[config.mk]
export PLATFORM = sky130hd
export DESIGN_NAME = signed_decimal_formatter_flat
export DESIGN_NICKNAME = d
export VERILOG_FILES = /design/src/sdf_pkg.sv /design/src/sdf_if.sv /design/src/signed_decimal_formatter.sv /design/src/sdf_front.sv /design/src/sdf_queue.sv /design/src/sdf_back.sv /design/src/flat_wrapper.sv
export SDC_FILE = /design/constraint.sdc
export NUM_CORES = 1
export LEC_CHECK = 0
export ABC_AREA = 1
export BUFFER_PORTS_ARGS = -buffer_cell sky130_fd_sc_hd__buf_2
export CORE_UTILIZATION = 34
export CTS_BUF_LIST = sky130_fd_sc_hd__clkbuf_8
export CTS_CLUSTER_DIAMETER = 40
export DETAILED_ROUTE_END_ITERATION = 6
export PLACE_DENSITY = 0.59
export SLEW_MARGIN = 0
export SYNTH_ARGS = -nofsm -noshare
export SYNTH_HDL_FRONTEND = slang
export SYNTH_HIERARCHICAL = 1
export SYNTH_SLANG_ARGS = --single-unit
[constraint.sdc]
create_clock -name clk -period 6.5 [get_ports clk]
set_input_delay 0.65 -clock clk [delete_from_list [all_inputs] [get_ports clk]]
set_output_delay 0.65 -clock clk [all_outputs]
set_load 0.1 [all_outputs]
[src/sdf_pkg.sv]
package sdf_pkg;

	localparam int VALUE_W        = 16;
	localparam int MAG_W          = 17;
	localparam int CHAR_W         = 8;
	localparam int BCD_W          = 4;
	localparam int DIGITS_DEFAULT = 5;
	// decimal digits of the widest magnitude (32768)
	localparam int MAG_DIGITS     = 5;
	// digit extractions before the ones digit is left over
	localparam int DIV_STEPS      = MAG_DIGITS - 1;
	localparam int QUEUE_DEPTH    = 2;

	typedef logic [MAG_W-1:0]  mag_t;
	typedef logic [BCD_W-1:0]  bcd_t;
	typedef logic [CHAR_W-1:0] char_t;

	localparam char_t ASCII_ZERO  = 8'h30;
	localparam char_t ASCII_NINE  = 8'h39;
	localparam char_t ASCII_MINUS = 8'h2D;

	// 2^16, the wrap point for two's complement negation
	localparam mag_t MAG_WRAP = 17'h10000;

	// multiples 0..9 of 10^4, 10^3, 10^2, 10^1
	localparam mag_t MULT_TAB [DIV_STEPS][10] = '{
		'{17'd0, 17'd10000, 17'd20000, 17'd30000, 17'd40000,
		  17'd50000, 17'd60000, 17'd70000, 17'd80000, 17'd90000},
		'{17'd0, 17'd1000, 17'd2000, 17'd3000, 17'd4000,
		  17'd5000, 17'd6000, 17'd7000, 17'd8000, 17'd9000},
		'{17'd0, 17'd100, 17'd200, 17'd300, 17'd400,
		  17'd500, 17'd600, 17'd700, 17'd800, 17'd900},
		'{17'd0, 17'd10, 17'd20, 17'd30, 17'd40,
		  17'd50, 17'd60, 17'd70, 17'd80, 17'd90}
	};

	// digits kept for a given digit count, clamped to 1..MAG_DIGITS
	function automatic int keep_digits(int d);
		if (d < 1) return 1;
		if (d > MAG_DIGITS) return MAG_DIGITS;
		return d;
	endfunction

endpackage

[src/sdf_if.sv]
interface sdf_num_if;
	import sdf_pkg::*;
	logic                      valid;
	logic                      ready;
	logic signed [VALUE_W-1:0] value;
	modport source (output valid, output value, input ready);
	modport sink (input valid, input value, output ready);
endinterface

interface sdf_char_if;
	import sdf_pkg::*;
	logic  valid;
	logic  ready;
	char_t character;
	logic  last;
	modport source (output valid, output character, output last, input ready);
	modport sink (input valid, input character, input last, output ready);
endinterface

[src/signed_decimal_formatter.sv]
// Channel  Dir  Payload                            Accepted when
// num      in   value: signed 16-bit               num.valid && num.ready
// text     out  character: 8-bit ASCII, last: 1b   text.valid && text.ready
//
// Front: loads a value, then extracts one digit per cycle over four
//   compare-and-subtract steps, and takes no new value until it pushes. The
//   back emits one character per cycle while text is ready, 1 to 6 per value.
// Path: a value crosses the front, the queue and the output slot in turn.
// Reset: arst_n clears the front, the two-entry queue and the output slot.
// Stalls: the queue lets the front convert the next value while text stalls.
module signed_decimal_formatter #(
	parameter int DIGITS = sdf_pkg::DIGITS_DEFAULT
) (
	input logic clk,
	input logic arst_n,
	sdf_num_if.sink num,
	sdf_char_if.source text
);
	import sdf_pkg::*;

	localparam int KEEP = keep_digits(DIGITS);
	localparam int QW   = 1 + BCD_W * KEEP;   // sign + kept BCD digits

	// front -> queue
	logic                  f_valid;
	logic                  f_ready;
	logic                  f_neg;
	logic [BCD_W*KEEP-1:0] f_digits;

	// queue -> back
	logic                  b_valid;
	logic                  b_ready;
	logic [QW-1:0]         b_data;

	// classify: sign, magnitude, BCD digits of the magnitude mod 10^KEEP
	sdf_front #(.DIGITS(DIGITS)) u_front (
		.clk         (clk),
		.arst_n      (arst_n),
		.num         (num),
		.push_valid  (f_valid),
		.push_ready  (f_ready),
		.push_neg    (f_neg),
		.push_digits (f_digits)
	);

	// decouples conversion from character output
	sdf_queue #(.W(QW)) u_queue (
		.clk        (clk),
		.arst_n     (arst_n),
		.push_valid (f_valid),
		.push_ready (f_ready),
		.push_data  ({f_neg, f_digits}),
		.pop_valid  (b_valid),
		.pop_ready  (b_ready),
		.pop_data   (b_data)
	);

	// serialize: optional '-', then digits with leading zeros dropped
	sdf_back #(.DIGITS(DIGITS)) u_back (
		.clk        (clk),
		.arst_n     (arst_n),
		.pop_valid  (b_valid),
		.pop_ready  (b_ready),
		.pop_neg    (b_data[QW-1]),
		.pop_digits (b_data[QW-2:0]),
		.text       (text)
	);

endmodule

[src/sdf_front.sv]
module sdf_front #(
	parameter int DIGITS = sdf_pkg::DIGITS_DEFAULT
) (
	input  logic clk,
	input  logic arst_n,
	sdf_num_if.sink num,
	output logic push_valid,
	input  logic push_ready,
	output logic push_neg,
	output logic [sdf_pkg::BCD_W*sdf_pkg::keep_digits(DIGITS)-1:0] push_digits
);
	import sdf_pkg::*;

	localparam int KEEP   = keep_digits(DIGITS);
	localparam int CNT_W  = $clog2(DIV_STEPS + 1);
	localparam int IDX_W  = $clog2(DIV_STEPS);
	localparam int DIGS_W = BCD_W * DIV_STEPS;

	logic              busy_q;
	logic [CNT_W-1:0]  cnt_q;
	mag_t              rem_q;
	logic              neg_q;
	logic [DIGS_W-1:0] digs_q;

	logic              accept;
	logic              last_step;
	logic              neg_in;
	logic [VALUE_W-1:0] raw;
	mag_t              mag_in;
	bcd_t              dig;
	mag_t              sub;
	logic [DIGS_W+BCD_W-1:0] full;

	assign raw    = VALUE_W'(num.value);
	assign neg_in = raw[VALUE_W-1];
	assign mag_in = neg_in ? (MAG_WRAP - {1'b0, raw}) : {1'b0, raw};

	assign last_step  = (cnt_q == CNT_W'(DIV_STEPS));
	assign push_valid = busy_q && last_step;
	assign num.ready  = !busy_q || (push_valid && push_ready);
	assign accept     = num.valid && num.ready;

	// one decimal digit per cycle: largest multiple not above the remainder
	always_comb begin
		dig = '0;
		for (int k = 1; k < 10; k++) begin
			if (rem_q >= MULT_TAB[cnt_q[IDX_W-1:0]][k]) dig = bcd_t'(k);
		end
		sub = MULT_TAB[cnt_q[IDX_W-1:0]][dig];
	end

	assign full        = {digs_q, rem_q[BCD_W-1:0]};
	assign push_digits = full[BCD_W*KEEP-1:0];
	assign push_neg    = neg_q;

	always_ff @(posedge clk or negedge arst_n) begin
		if (!arst_n) begin
			busy_q <= 1'b0;
			cnt_q  <= '0;
		end else if (accept) begin
			busy_q <= 1'b1;
			cnt_q  <= '0;
		end else if (push_valid && push_ready) begin
			busy_q <= 1'b0;
		end else if (busy_q && !last_step) begin
			cnt_q <= cnt_q + CNT_W'(1);
		end
	end

	always_ff @(posedge clk) begin
		if (accept) begin
			rem_q <= mag_in;
			neg_q <= neg_in;
		end else if (busy_q && !last_step) begin
			rem_q  <= rem_q - sub;
			digs_q <= {digs_q[DIGS_W-BCD_W-1:0], dig};
		end
	end

endmodule

[src/sdf_queue.sv]
module sdf_queue #(
	parameter int W = 1
) (
	input  logic         clk,
	input  logic         arst_n,
	input  logic         push_valid,
	output logic         push_ready,
	input  logic [W-1:0] push_data,
	output logic         pop_valid,
	input  logic         pop_ready,
	output logic [W-1:0] pop_data
);
	import sdf_pkg::*;

	localparam int PTR_W = $clog2(QUEUE_DEPTH);
	localparam int CNT_W = $clog2(QUEUE_DEPTH + 1);

	logic [W-1:0]     mem_q [QUEUE_DEPTH];
	logic [PTR_W-1:0] wr_ptr_q;
	logic [PTR_W-1:0] rd_ptr_q;
	logic [CNT_W-1:0] count_q;
	logic             push;
	logic             pop;

	assign push_ready = (count_q != CNT_W'(QUEUE_DEPTH));
	assign pop_valid  = (count_q != '0);
	assign pop_data   = mem_q[rd_ptr_q];
	assign push       = push_valid && push_ready;
	assign pop        = pop_valid && pop_ready;

	always_ff @(posedge clk or negedge arst_n) begin
		if (!arst_n) begin
			wr_ptr_q <= '0;
			rd_ptr_q <= '0;
			count_q  <= '0;
		end else begin
			if (push) wr_ptr_q <= wr_ptr_q + PTR_W'(1);
			if (pop) rd_ptr_q <= rd_ptr_q + PTR_W'(1);
			if (push && !pop) count_q <= count_q + CNT_W'(1);
			else if (pop && !push) count_q <= count_q - CNT_W'(1);
		end
	end

	always_ff @(posedge clk) begin
		if (push) mem_q[wr_ptr_q] <= push_data;
	end

endmodule

[src/sdf_back.sv]
module sdf_back #(
	parameter int DIGITS = sdf_pkg::DIGITS_DEFAULT
) (
	input  logic clk,
	input  logic arst_n,
	input  logic pop_valid,
	output logic pop_ready,
	input  logic pop_neg,
	input  logic [sdf_pkg::BCD_W*sdf_pkg::keep_digits(DIGITS)-1:0] pop_digits,
	sdf_char_if.source text
);
	import sdf_pkg::*;

	localparam int KEEP   = keep_digits(DIGITS);
	localparam int DW     = BCD_W * KEEP;
	localparam int LEFT_W = $clog2(KEEP + 1);

	logic              slot_q;
	logic              neg_q;
	logic [LEFT_W-1:0] left_q;
	logic [DW-1:0]     sh_q;

	logic              stop;
	logic [LEFT_W-1:0] lead;
	logic [DW-1:0]     sh_in;
	logic              take;
	logic              fin;
	logic              load;

	// count suppressed leading zeros; the ones digit always stays
	always_comb begin
		lead = '0;
		stop = 1'b0;
		for (int i = 0; i < KEEP - 1; i++) begin
			if (!stop && pop_digits[DW-1-BCD_W*i -: BCD_W] == bcd_t'(0)) lead = lead + LEFT_W'(1);
			else stop = 1'b1;
		end
	end

	assign sh_in = pop_digits << {lead, 2'b00};

	assign text.valid     = slot_q;
	assign text.character = neg_q ? ASCII_MINUS : (ASCII_ZERO + {4'b0000, sh_q[DW-1 -: BCD_W]});
	assign text.last      = !neg_q && (left_q == LEFT_W'(1));

	assign take      = slot_q && text.ready;
	assign fin       = take && text.last;
	assign pop_ready = !slot_q || fin;
	assign load      = pop_valid && pop_ready;

	always_ff @(posedge clk or negedge arst_n) begin
		if (!arst_n) begin
			slot_q <= 1'b0;
			neg_q  <= 1'b0;
			left_q <= '0;
		end else if (load) begin
			slot_q <= 1'b1;
			neg_q  <= pop_neg;
			left_q <= LEFT_W'(KEEP) - lead;
		end else if (fin) begin
			slot_q <= 1'b0;
		end else if (take) begin
			if (neg_q) neg_q <= 1'b0;
			else left_q <= left_q - LEFT_W'(1);
		end
	end

	always_ff @(posedge clk) begin
		if (load) sh_q <= sh_in;
		else if (take && !neg_q) sh_q <= sh_q << BCD_W;
	end

endmodule

[src/flat_wrapper.sv]
// flat-port wrapper written by rule: the top's interface ports become plain ports
module signed_decimal_formatter_flat import sdf_pkg::*;
#(
	parameter int DIGITS = sdf_pkg::DIGITS_DEFAULT
)
  (clk, arst_n, num_valid, num_value, num_ready, text_valid, text_character, text_last, text_ready);
  sdf_num_if num_i ();
  sdf_char_if text_i ();
  input logic clk;
  input logic arst_n;
  input wire logic [$bits(num_i.valid)-1:0] num_valid;
  input wire logic [$bits(num_i.value)-1:0] num_value;
  output wire logic [$bits(num_i.ready)-1:0] num_ready;
  output wire logic [$bits(text_i.valid)-1:0] text_valid;
  output wire logic [$bits(text_i.character)-1:0] text_character;
  output wire logic [$bits(text_i.last)-1:0] text_last;
  input wire logic [$bits(text_i.ready)-1:0] text_ready;
  assign num_i.valid = num_valid;
  assign num_i.value = num_value;
  assign num_ready = num_i.ready;
  assign text_valid = text_i.valid;
  assign text_character = text_i.character;
  assign text_last = text_i.last;
  assign text_i.ready = text_ready;
  signed_decimal_formatter #(.DIGITS(DIGITS)) u_core (.clk(clk), .arst_n(arst_n), .num(num_i), .text(text_i));
endmodule
==> flow_summary_export.csv, run 1 <==
group,metric,value,unit
worst_setup_path,r2r_start,"u_core/u_front/cnt_q[0]",
worst_setup_path,data_required_critical_path,6650,ps
layout,mostFrequentLayoutCell,"sky130_fd_sc_hd__nand2_1",
synthesis,synth-main-ff-cell,"sky130_fd_sc_hd__edfxtp_1",
synthesis,number_of_enable_type_register_cells_in_the_synthesized_netlist,96,
sta,finalCritPeriodShare,90.5,%
floorplanning,dieHeight,164,microns
global_routing,largest_net_degree_at_the_start_of_global_routing,30,
floorplanning,starting_density_of_the_core,35.1,%
sta,timing.fmax,0.170,GHz
synthesis,syn-cell-area,0.00894,sq mm
detailed_routing,detail-route-antenna-nets,0,
worst_setup_path,r2r_setup_slack,610,ps
clock_tree,clkSlewWorstSetupHoldPaths,120,ps
global_routing,antenna_violations_before_repair,0,
detailed_routing,post-route-drc-count,0,
clock_tree,post_cts.resized_instances,0,
worst_setup_path,critical-path-max-stage-delay,500,ps
placed_design,dpl_cell_area,0.00933,sq mm
detailed_routing,drt_iter0_markers,630,
sta,report.final.slew_viol_count,0,
floorplanning,placement_rows,58,
layout,multi_input_logic_area,0.00506,sq mm
synthesis,yosys_register_bits,109,
clock_tree,cts_setup_buffers,0,
placed_design,port_buffers,27,
worst_setup_path,timing.critical_path.from,"u_core/u_front/cnt_q[0]",
synthesis,synth_top_family_by_area,"simple AND/OR/NAND/NOR gates",
worst_setup_path,r2r.worst_path.cells,29,
sta,tns,0,ps
worst_setup_path,critical_path_class,"reg -> reg",
worst_setup_path,critPathMostFrequentCell,"sky130_fd_sc_hd__a21oi_1",
hold_path,hold_path_class,"in -> async",
clock_tree,cts.path.max_buffers,2,
layout,final_cell_area,0.00957,sq mm
synthesis,fraction_of_the_mapped_netlist_area_in_compound_gates,11.5,%
outcome,outcome,"completed",
floorplanning,die_width,164,microns
placed_design,gpl.final_weighted_congestion,0.936,
placed_design,detailed_place_hpwl,19.0,mm
clock_tree,ctsHoldBuffers,0,
layout,ff_latch_area,0.00321,sq mm
placed_design,dp_worst_setup_slack,459,ps
global_routing,number_of_global_route_vias_before_repair,7572,
layout,area_growth,7.13,%
sta,setup_viol_count_final,0,
detailed_routing,drt_first_pass_iters,5,
synthesis,synthAdderAreaFrac,12.7,%
layout,num-fill-cells,2653,
worst_setup_path,endpoint_kind,"flop",
layout,drive_gt1_share,10.2,%
layout,diodes,0,
worst_setup_path,worst_r2r_endpoint,"u_core/u_front/rem_q[11]",
synthesis,post_synth.cell_area_avg,7.62,sq um
worst_setup_path,critical_path.slowest_cell,"sky130_fd_sc_hd__dfrtp_1",
synthesis,synth.yosys.seq_area_share,35.9,%
clock_tree,cts_tree,"built",
sta,min_period,5890,ps
worst_setup_path,worst_ep_arrival_time,6040,ps
synthesis,synth_simple_gate_area_share,31.4,%
clock_tree,cts_max_level,3,
job,max-cap-violations,0,
sta,grt_setup_unrepaired,"no",
clock_tree,clock_insertion_delay_worst_skew,400,ps
synthesis,yosys_warnings,6,
layout,most-common-layout-cells,"339 x sky130_fd_sc_hd__nand2_1, 109 x sky130_fd_sc_hd__inv_1, 96 x sky130_fd_sc_hd__edfxtp_1",
detailed_routing,routed_wl,24.6,mm
detailed_routing,route.detailed.vias_per_inst,5.16,
worst_setup_path,worstSetupStartpointType,"flop",
detailed_routing,detailroute.via_count,7880,
floorplanning,placeableCoreArea,0.0255,sq mm
worst_setup_path,critical_path_peak_fanout,19,
global_routing,grt_overflow,0,
sta,fin_ws,614,ps
synthesis,yosys-mux-area-fraction,0,%
floorplanning,design.portCount,31,
clock_tree,clk_root_buffer_cell,"sky130_fd_sc_hd__clkbuf_8",
sta,timing_worst_slew_pin_value,1140,ps
sta,slew-limit-headroom,23.8,%
synthesis,syn_inst,1172,
synthesis,synthXorXnorAreaFrac,0.686,%
synthesis,postSynth.asyncResetShare,11.9,%
global_routing,first_pass_grt_wire_length,39.8,mm
clock_tree,cts_made_buffers,9,
sta,worst_clock_skew,15.7,ps
floorplanning,dieArea,0.0269,sq mm
detailed_routing,wire_length_per_cell,16.1,microns
layout,finalNetCount,1303,
sta,count_of_endpoints_failing_hold_in_the_final_timing_report,0,
clock_tree,cts_num_sinks,109,
global_routing,groute.usage.overall,19.1,%
synthesis,synth_cell_type_count,47,
## kinds of logic after synthesis
family | Yosys count
xor+xnor | 7
compound gates | 185
fa+ha+maj | 91
flops | 109
simple gates | 628
buf+inv | 150
other cells | 2
## state kept, by name, indices dropped and copies added (netlist names), named ones only
name                      cells
u_core/u_queue/mem_q         42
u_core/u_back/sh_q           20
u_core/u_front/digs_q        16
u_core/u_front/rem_q         16
u_core/u_back/left_q          3
u_core/u_front/cnt_q          3
u_core/u_queue/count_q        2
u_core/u_back/neg_q           1
u_core/u_back/text.valid      1
u_core/u_front/busy_q         1
u_core/u_front/push_neg       1
u_core/u_queue/rd_ptr_q       1
u_core/u_queue/wr_ptr_q       1
## stage by stage
stage / hold WS (ps) / cells / util, %
4_1_cts: 126 / 1527 / 37.5
5_1_grt: 140 / 1527 / 37.6
3_3_place_gp: 422 / 1511 / 36.6
2_1_floorplan: 354 / 1173 / -
6_report: 137 / 1527 / 37.6
3_5_place_dp: 431 / 1511 / 36.6
## per-layer routing
metal	global-route usage, %	vias up	routed length, microns
met5	0	-	0
met4	7.28	0	789
met3	3.28	53	1260
met2	31.0	242	11400
met1	25.1	3574	11200
li1	-	4011	-
## worst max-delay path by stage
| stage | to | slack [ps] |
|---|---|---|
| after floorplan | u_core/u_front/rem_q[12] | 1550 |
| after global placement | u_core/u_front/rem_q[11] | 550 |
| after detailed placement | u_core/u_front/rem_q[11] | 460 |
| after CTS | u_core/u_front/rem_q[11] | 400 |
| after global routing | u_core/u_front/rem_q[12] | 10 |
| final | u_core/u_front/rem_q[11] | 610 |
## critical path, delay by kind of cell, from the launching register on
family | cells | cell delay [ps]
AOI/OAI and AO/OA | 12 | 1770
and+or+nand+nor | 10 | 1310
adders and majority gates | 3 | 1070
buffers and inverters | 4 | 980
DFF | 1 | 500
## cell usage after synthesis (6+ instances only)
cell type                  instances  share of area (%)
sky130_fd_sc_hd__nor4_1            8               0.56
sky130_fd_sc_hd__o21ai_0          60                3.4
sky130_fd_sc_hd__ha_1             91                 13
sky130_fd_sc_hd__o211ai_1         10               0.84
sky130_fd_sc_hd__nand2_2          14               0.98
sky130_fd_sc_hd__buf_4            13                1.1
sky130_fd_sc_hd__a21oi_1          81                4.5
sky130_fd_sc_hd__nand3_1          95                5.3
sky130_fd_sc_hd__inv_2            11               0.46
sky130_fd_sc_hd__nand2_1         339                 14
sky130_fd_sc_hd__nor3_1           18                1.0
sky130_fd_sc_hd__inv_1           110                4.6
sky130_fd_sc_hd__nor2_1           97                4.1
sky130_fd_sc_hd__edfxtp_1         96                 32
sky130_fd_sc_hd__dfrtp_1          13                3.6
sky130_fd_sc_hd__nand4_1          14               0.98
sky130_fd_sc_hd__nand3_2          11                1.2
sky130_fd_sc_hd__nor2_2            8               0.56
sky130_fd_sc_hd__buf_6             7               0.88
sky130_fd_sc_hd__o31ai_1           6               0.50
sky130_fd_sc_hd__o21ai_1          10               0.56
sky130_fd_sc_hd__or2_2             6               0.42
## final cells by class
type,count,share of cell area [%]
multi-input combinational,914,52.8
tap,330,4.31
sequential,109,33.5
clock inverter,7,1.12
clock buffer,9,1.29
inverter,123,4.89
timing repair buffer,35,2.04
Power of run 1 is not shown: default switching activity piles up to over one toggle a cycle in this logic, so the estimate is an artifact.
==> run 2: changes to the inputs <==
Settings changed: BUFFER_PORTS_ARGS -buffer_cell sky130_fd_sc_hd__buf_2 to -buffer_cell sky130_fd_sc_hd__buf_4, PLACE_DENSITY 0.59 to 0.48.
==> run 2 against run 1 <==
Compared with the run above:
- cell count rose by 0.46%
- sequential share of layout area down 0.32 points
- routed wire length increased by 3.9%
- global-route usage grew 0.41 points
- critical path type unchanged
- count of clock-buffer cells in the layout did not move
- non-clock buffer count is 7 higher
- cell area up 0.99%
- clock skew increased by 7.5 ps
- critical path depth rose by 12
- via count is 0.19% higher
==> flow_summary_export.csv, run 2 (synthesized netlist as in run 1, its figures left out) <==
group,metric,value,unit
outcome,outcome,"completed",
sta,count_of_endpoints_failing_hold_in_the_final_timing_report,0,
sta,timing.fmax,0.170,GHz
floorplanning,starting_density_of_the_core,35.1,%
job,max-cap-violations,0,
global_routing,grt_overflow,0,
global_routing,groute.usage.overall,19.5,%
layout,area_growth,8.19,%
worst_setup_path,critical_path_peak_fanout,22,
detailed_routing,drt_first_pass_iters,5,
detailed_routing,detail-route-antenna-nets,0,
layout,most-common-layout-cells,"339 x sky130_fd_sc_hd__nand2_1, 106 x sky130_fd_sc_hd__inv_1, 96 x sky130_fd_sc_hd__edfxtp_1",
worst_setup_path,data_required_critical_path,6650,ps
clock_tree,clock_insertion_delay_worst_skew,400,ps
detailed_routing,detailroute.via_count,7895,
layout,max_flop_register,"u_core/u_queue/mem_q",
detailed_routing,wire_length_per_cell,16.7,microns
layout,ff_latch_area,0.00321,sq mm
sta,grt_setup_unrepaired,"no",
sta,worst_clock_skew,23.2,ps
floorplanning,dieArea,0.0269,sq mm
worst_setup_path,critical_path_class,"reg -> reg",
layout,final_cell_count_no_fill,1534,
clock_tree,cts_made_buffers,9,
placed_design,detailed_place_hpwl,19.5,mm
detailed_routing,drt_iter0_markers,517,
detailed_routing,post-route-drc-count,0,
global_routing,first_pass_grt_wire_length,40.3,mm
worst_setup_path,critPathTopFamily,"simple AND/OR/NAND/NOR gates",
worst_setup_path,critical-path-max-stage-delay,580,ps
hold_path,hold_path_class,"in -> async",
worst_setup_path,critPathMostFrequentCell,"sky130_fd_sc_hd__nand2_1",
placed_design,port_buffers,27,
clock_tree,cts_tree,"built",
sta,timing_worst_slew_pin_value,797,ps
worst_setup_path,endpoint_kind,"flop",
clock_tree,clkSlewWorstSetupHoldPaths,120,ps
layout,finalNetCount,1310,
clock_tree,clk_root_buffer_cell,"sky130_fd_sc_hd__clkbuf_8",
layout,num-fill-cells,2711,
worst_setup_path,critical_path.slowest_cell,"sky130_fd_sc_hd__dfrtp_2",
layout,largest_reg_flops,42,
global_routing,largest_net_degree_at_the_start_of_global_routing,30,
clock_tree,cts_max_level,3,
sta,finalCritPeriodShare,90.5,%
sta,report.final.slew_viol_count,0,
layout,diodes,0,
worst_setup_path,cp.buffers_inverters,3,
floorplanning,placeableCoreArea,0.0255,sq mm
floorplanning,dieHeight,164,microns
layout,biggestRegsByFlops,"u_core/u_queue/mem_q (42), u_core/u_back/sh_q (20)",
clock_tree,cts_num_sinks,109,
sta,min_period,5880,ps
layout,fin_util,38.0,%
placed_design,dpl.cell_count,1515,
worst_setup_path,worstSetupStartpointType,"flop",
layout,drive_gt1_share,10.9,%
floorplanning,die_width,164,microns
sta,setup_viol_count_final,0,
layout,mostFrequentLayoutCell,"sky130_fd_sc_hd__nand2_1",
layout,multi_input_logic_area,0.00505,sq mm
global_routing,antenna_violations_before_repair,0,
detailed_routing,routed_wl,25.6,mm
floorplanning,placement_rows,58,
global_routing,number_of_global_route_vias_before_repair,7583,
clock_tree,cts.path.max_buffers,2,
detailed_routing,route.detailed.vias_per_inst,5.15,
floorplanning,design.portCount,31,
placed_design,gpl.final_weighted_congestion,0.915,
sta,slew-limit-headroom,46.8,%
sta,tns,0,ps
worst_setup_path,worst_ep_arrival_time,6030,ps
==> run 2: per-stage QoR <==
stage          setup slack (ps)  hold slack (ps)  instance area, sq um
2_1_floorplan              1550              354                  8940
3_3_place_gp                264              425                  9430
3_5_place_dp               4.76              433                  9430
4_1_cts                    1.73             60.9                  9630
5_1_grt                    43.4             52.6                  9670
6_report                    620             82.4                  9670
==> run 2: final cells by class <==
class	count	share of cell area [%]
repair buffers	42	3.26
well taps	330	4.27
multi-input cells	914	52.3
clock inverters	7	0.776
flip-flops and latches	109	33.2
inverters	123	4.96
clock buffers	9	1.28
==> run 2: path summary, 6_finish.rpt <==
path / start / endpoint / slack (ps) / depth (start not counted)
min in group clk: u_core/u_front/digs_q[12] / u_core/u_queue/mem_q[1][16] / 440 / 0
min reg2reg: u_core/u_front/digs_q[12] / u_core/u_queue/mem_q[1][16] / 440 / 0
min: arst_n / u_core/u_back/left_q[1] / 80 / 1
max in group asynchronous: arst_n / u_core/u_front/cnt_q[1] / 6210 / 1
max: u_core/u_front/cnt_q[1] / u_core/u_front/rem_q[12] / 620 / 41
max reg2reg: u_core/u_front/cnt_q[1] / u_core/u_front/rem_q[12] / 620 / 41
==> run 2: metal layers <==
layer | part of all wire (%) | GRT usage, % | vias up
li1 | - | - | 4028
met1 | 45 | 24.8 | 3639
met2 | 49 | 33.5 | 177
met3 | 3.6 | 2.63 | 51
met4 | 2.7 | 6.82 | 0
met5 | 0 | 0 | -
==> run 2: repair_timing <==
item / in CTS / in global routing
buffers inserted: 0 / 3
hold buffers: 0 / 0
resized for setup: 0 / 7
setup endpoints to repair: 0 / 10
==> run 2: worst reg2reg max path: cells and delay by family, from the launching register on <==
family          cells  cell delay, ps
flops               1             580
simple gates       30            2250
buf+inv             3             770
compound gates      5             730
fa+ha+maj           3            1290
Power of run 2 is left out for the same reason.
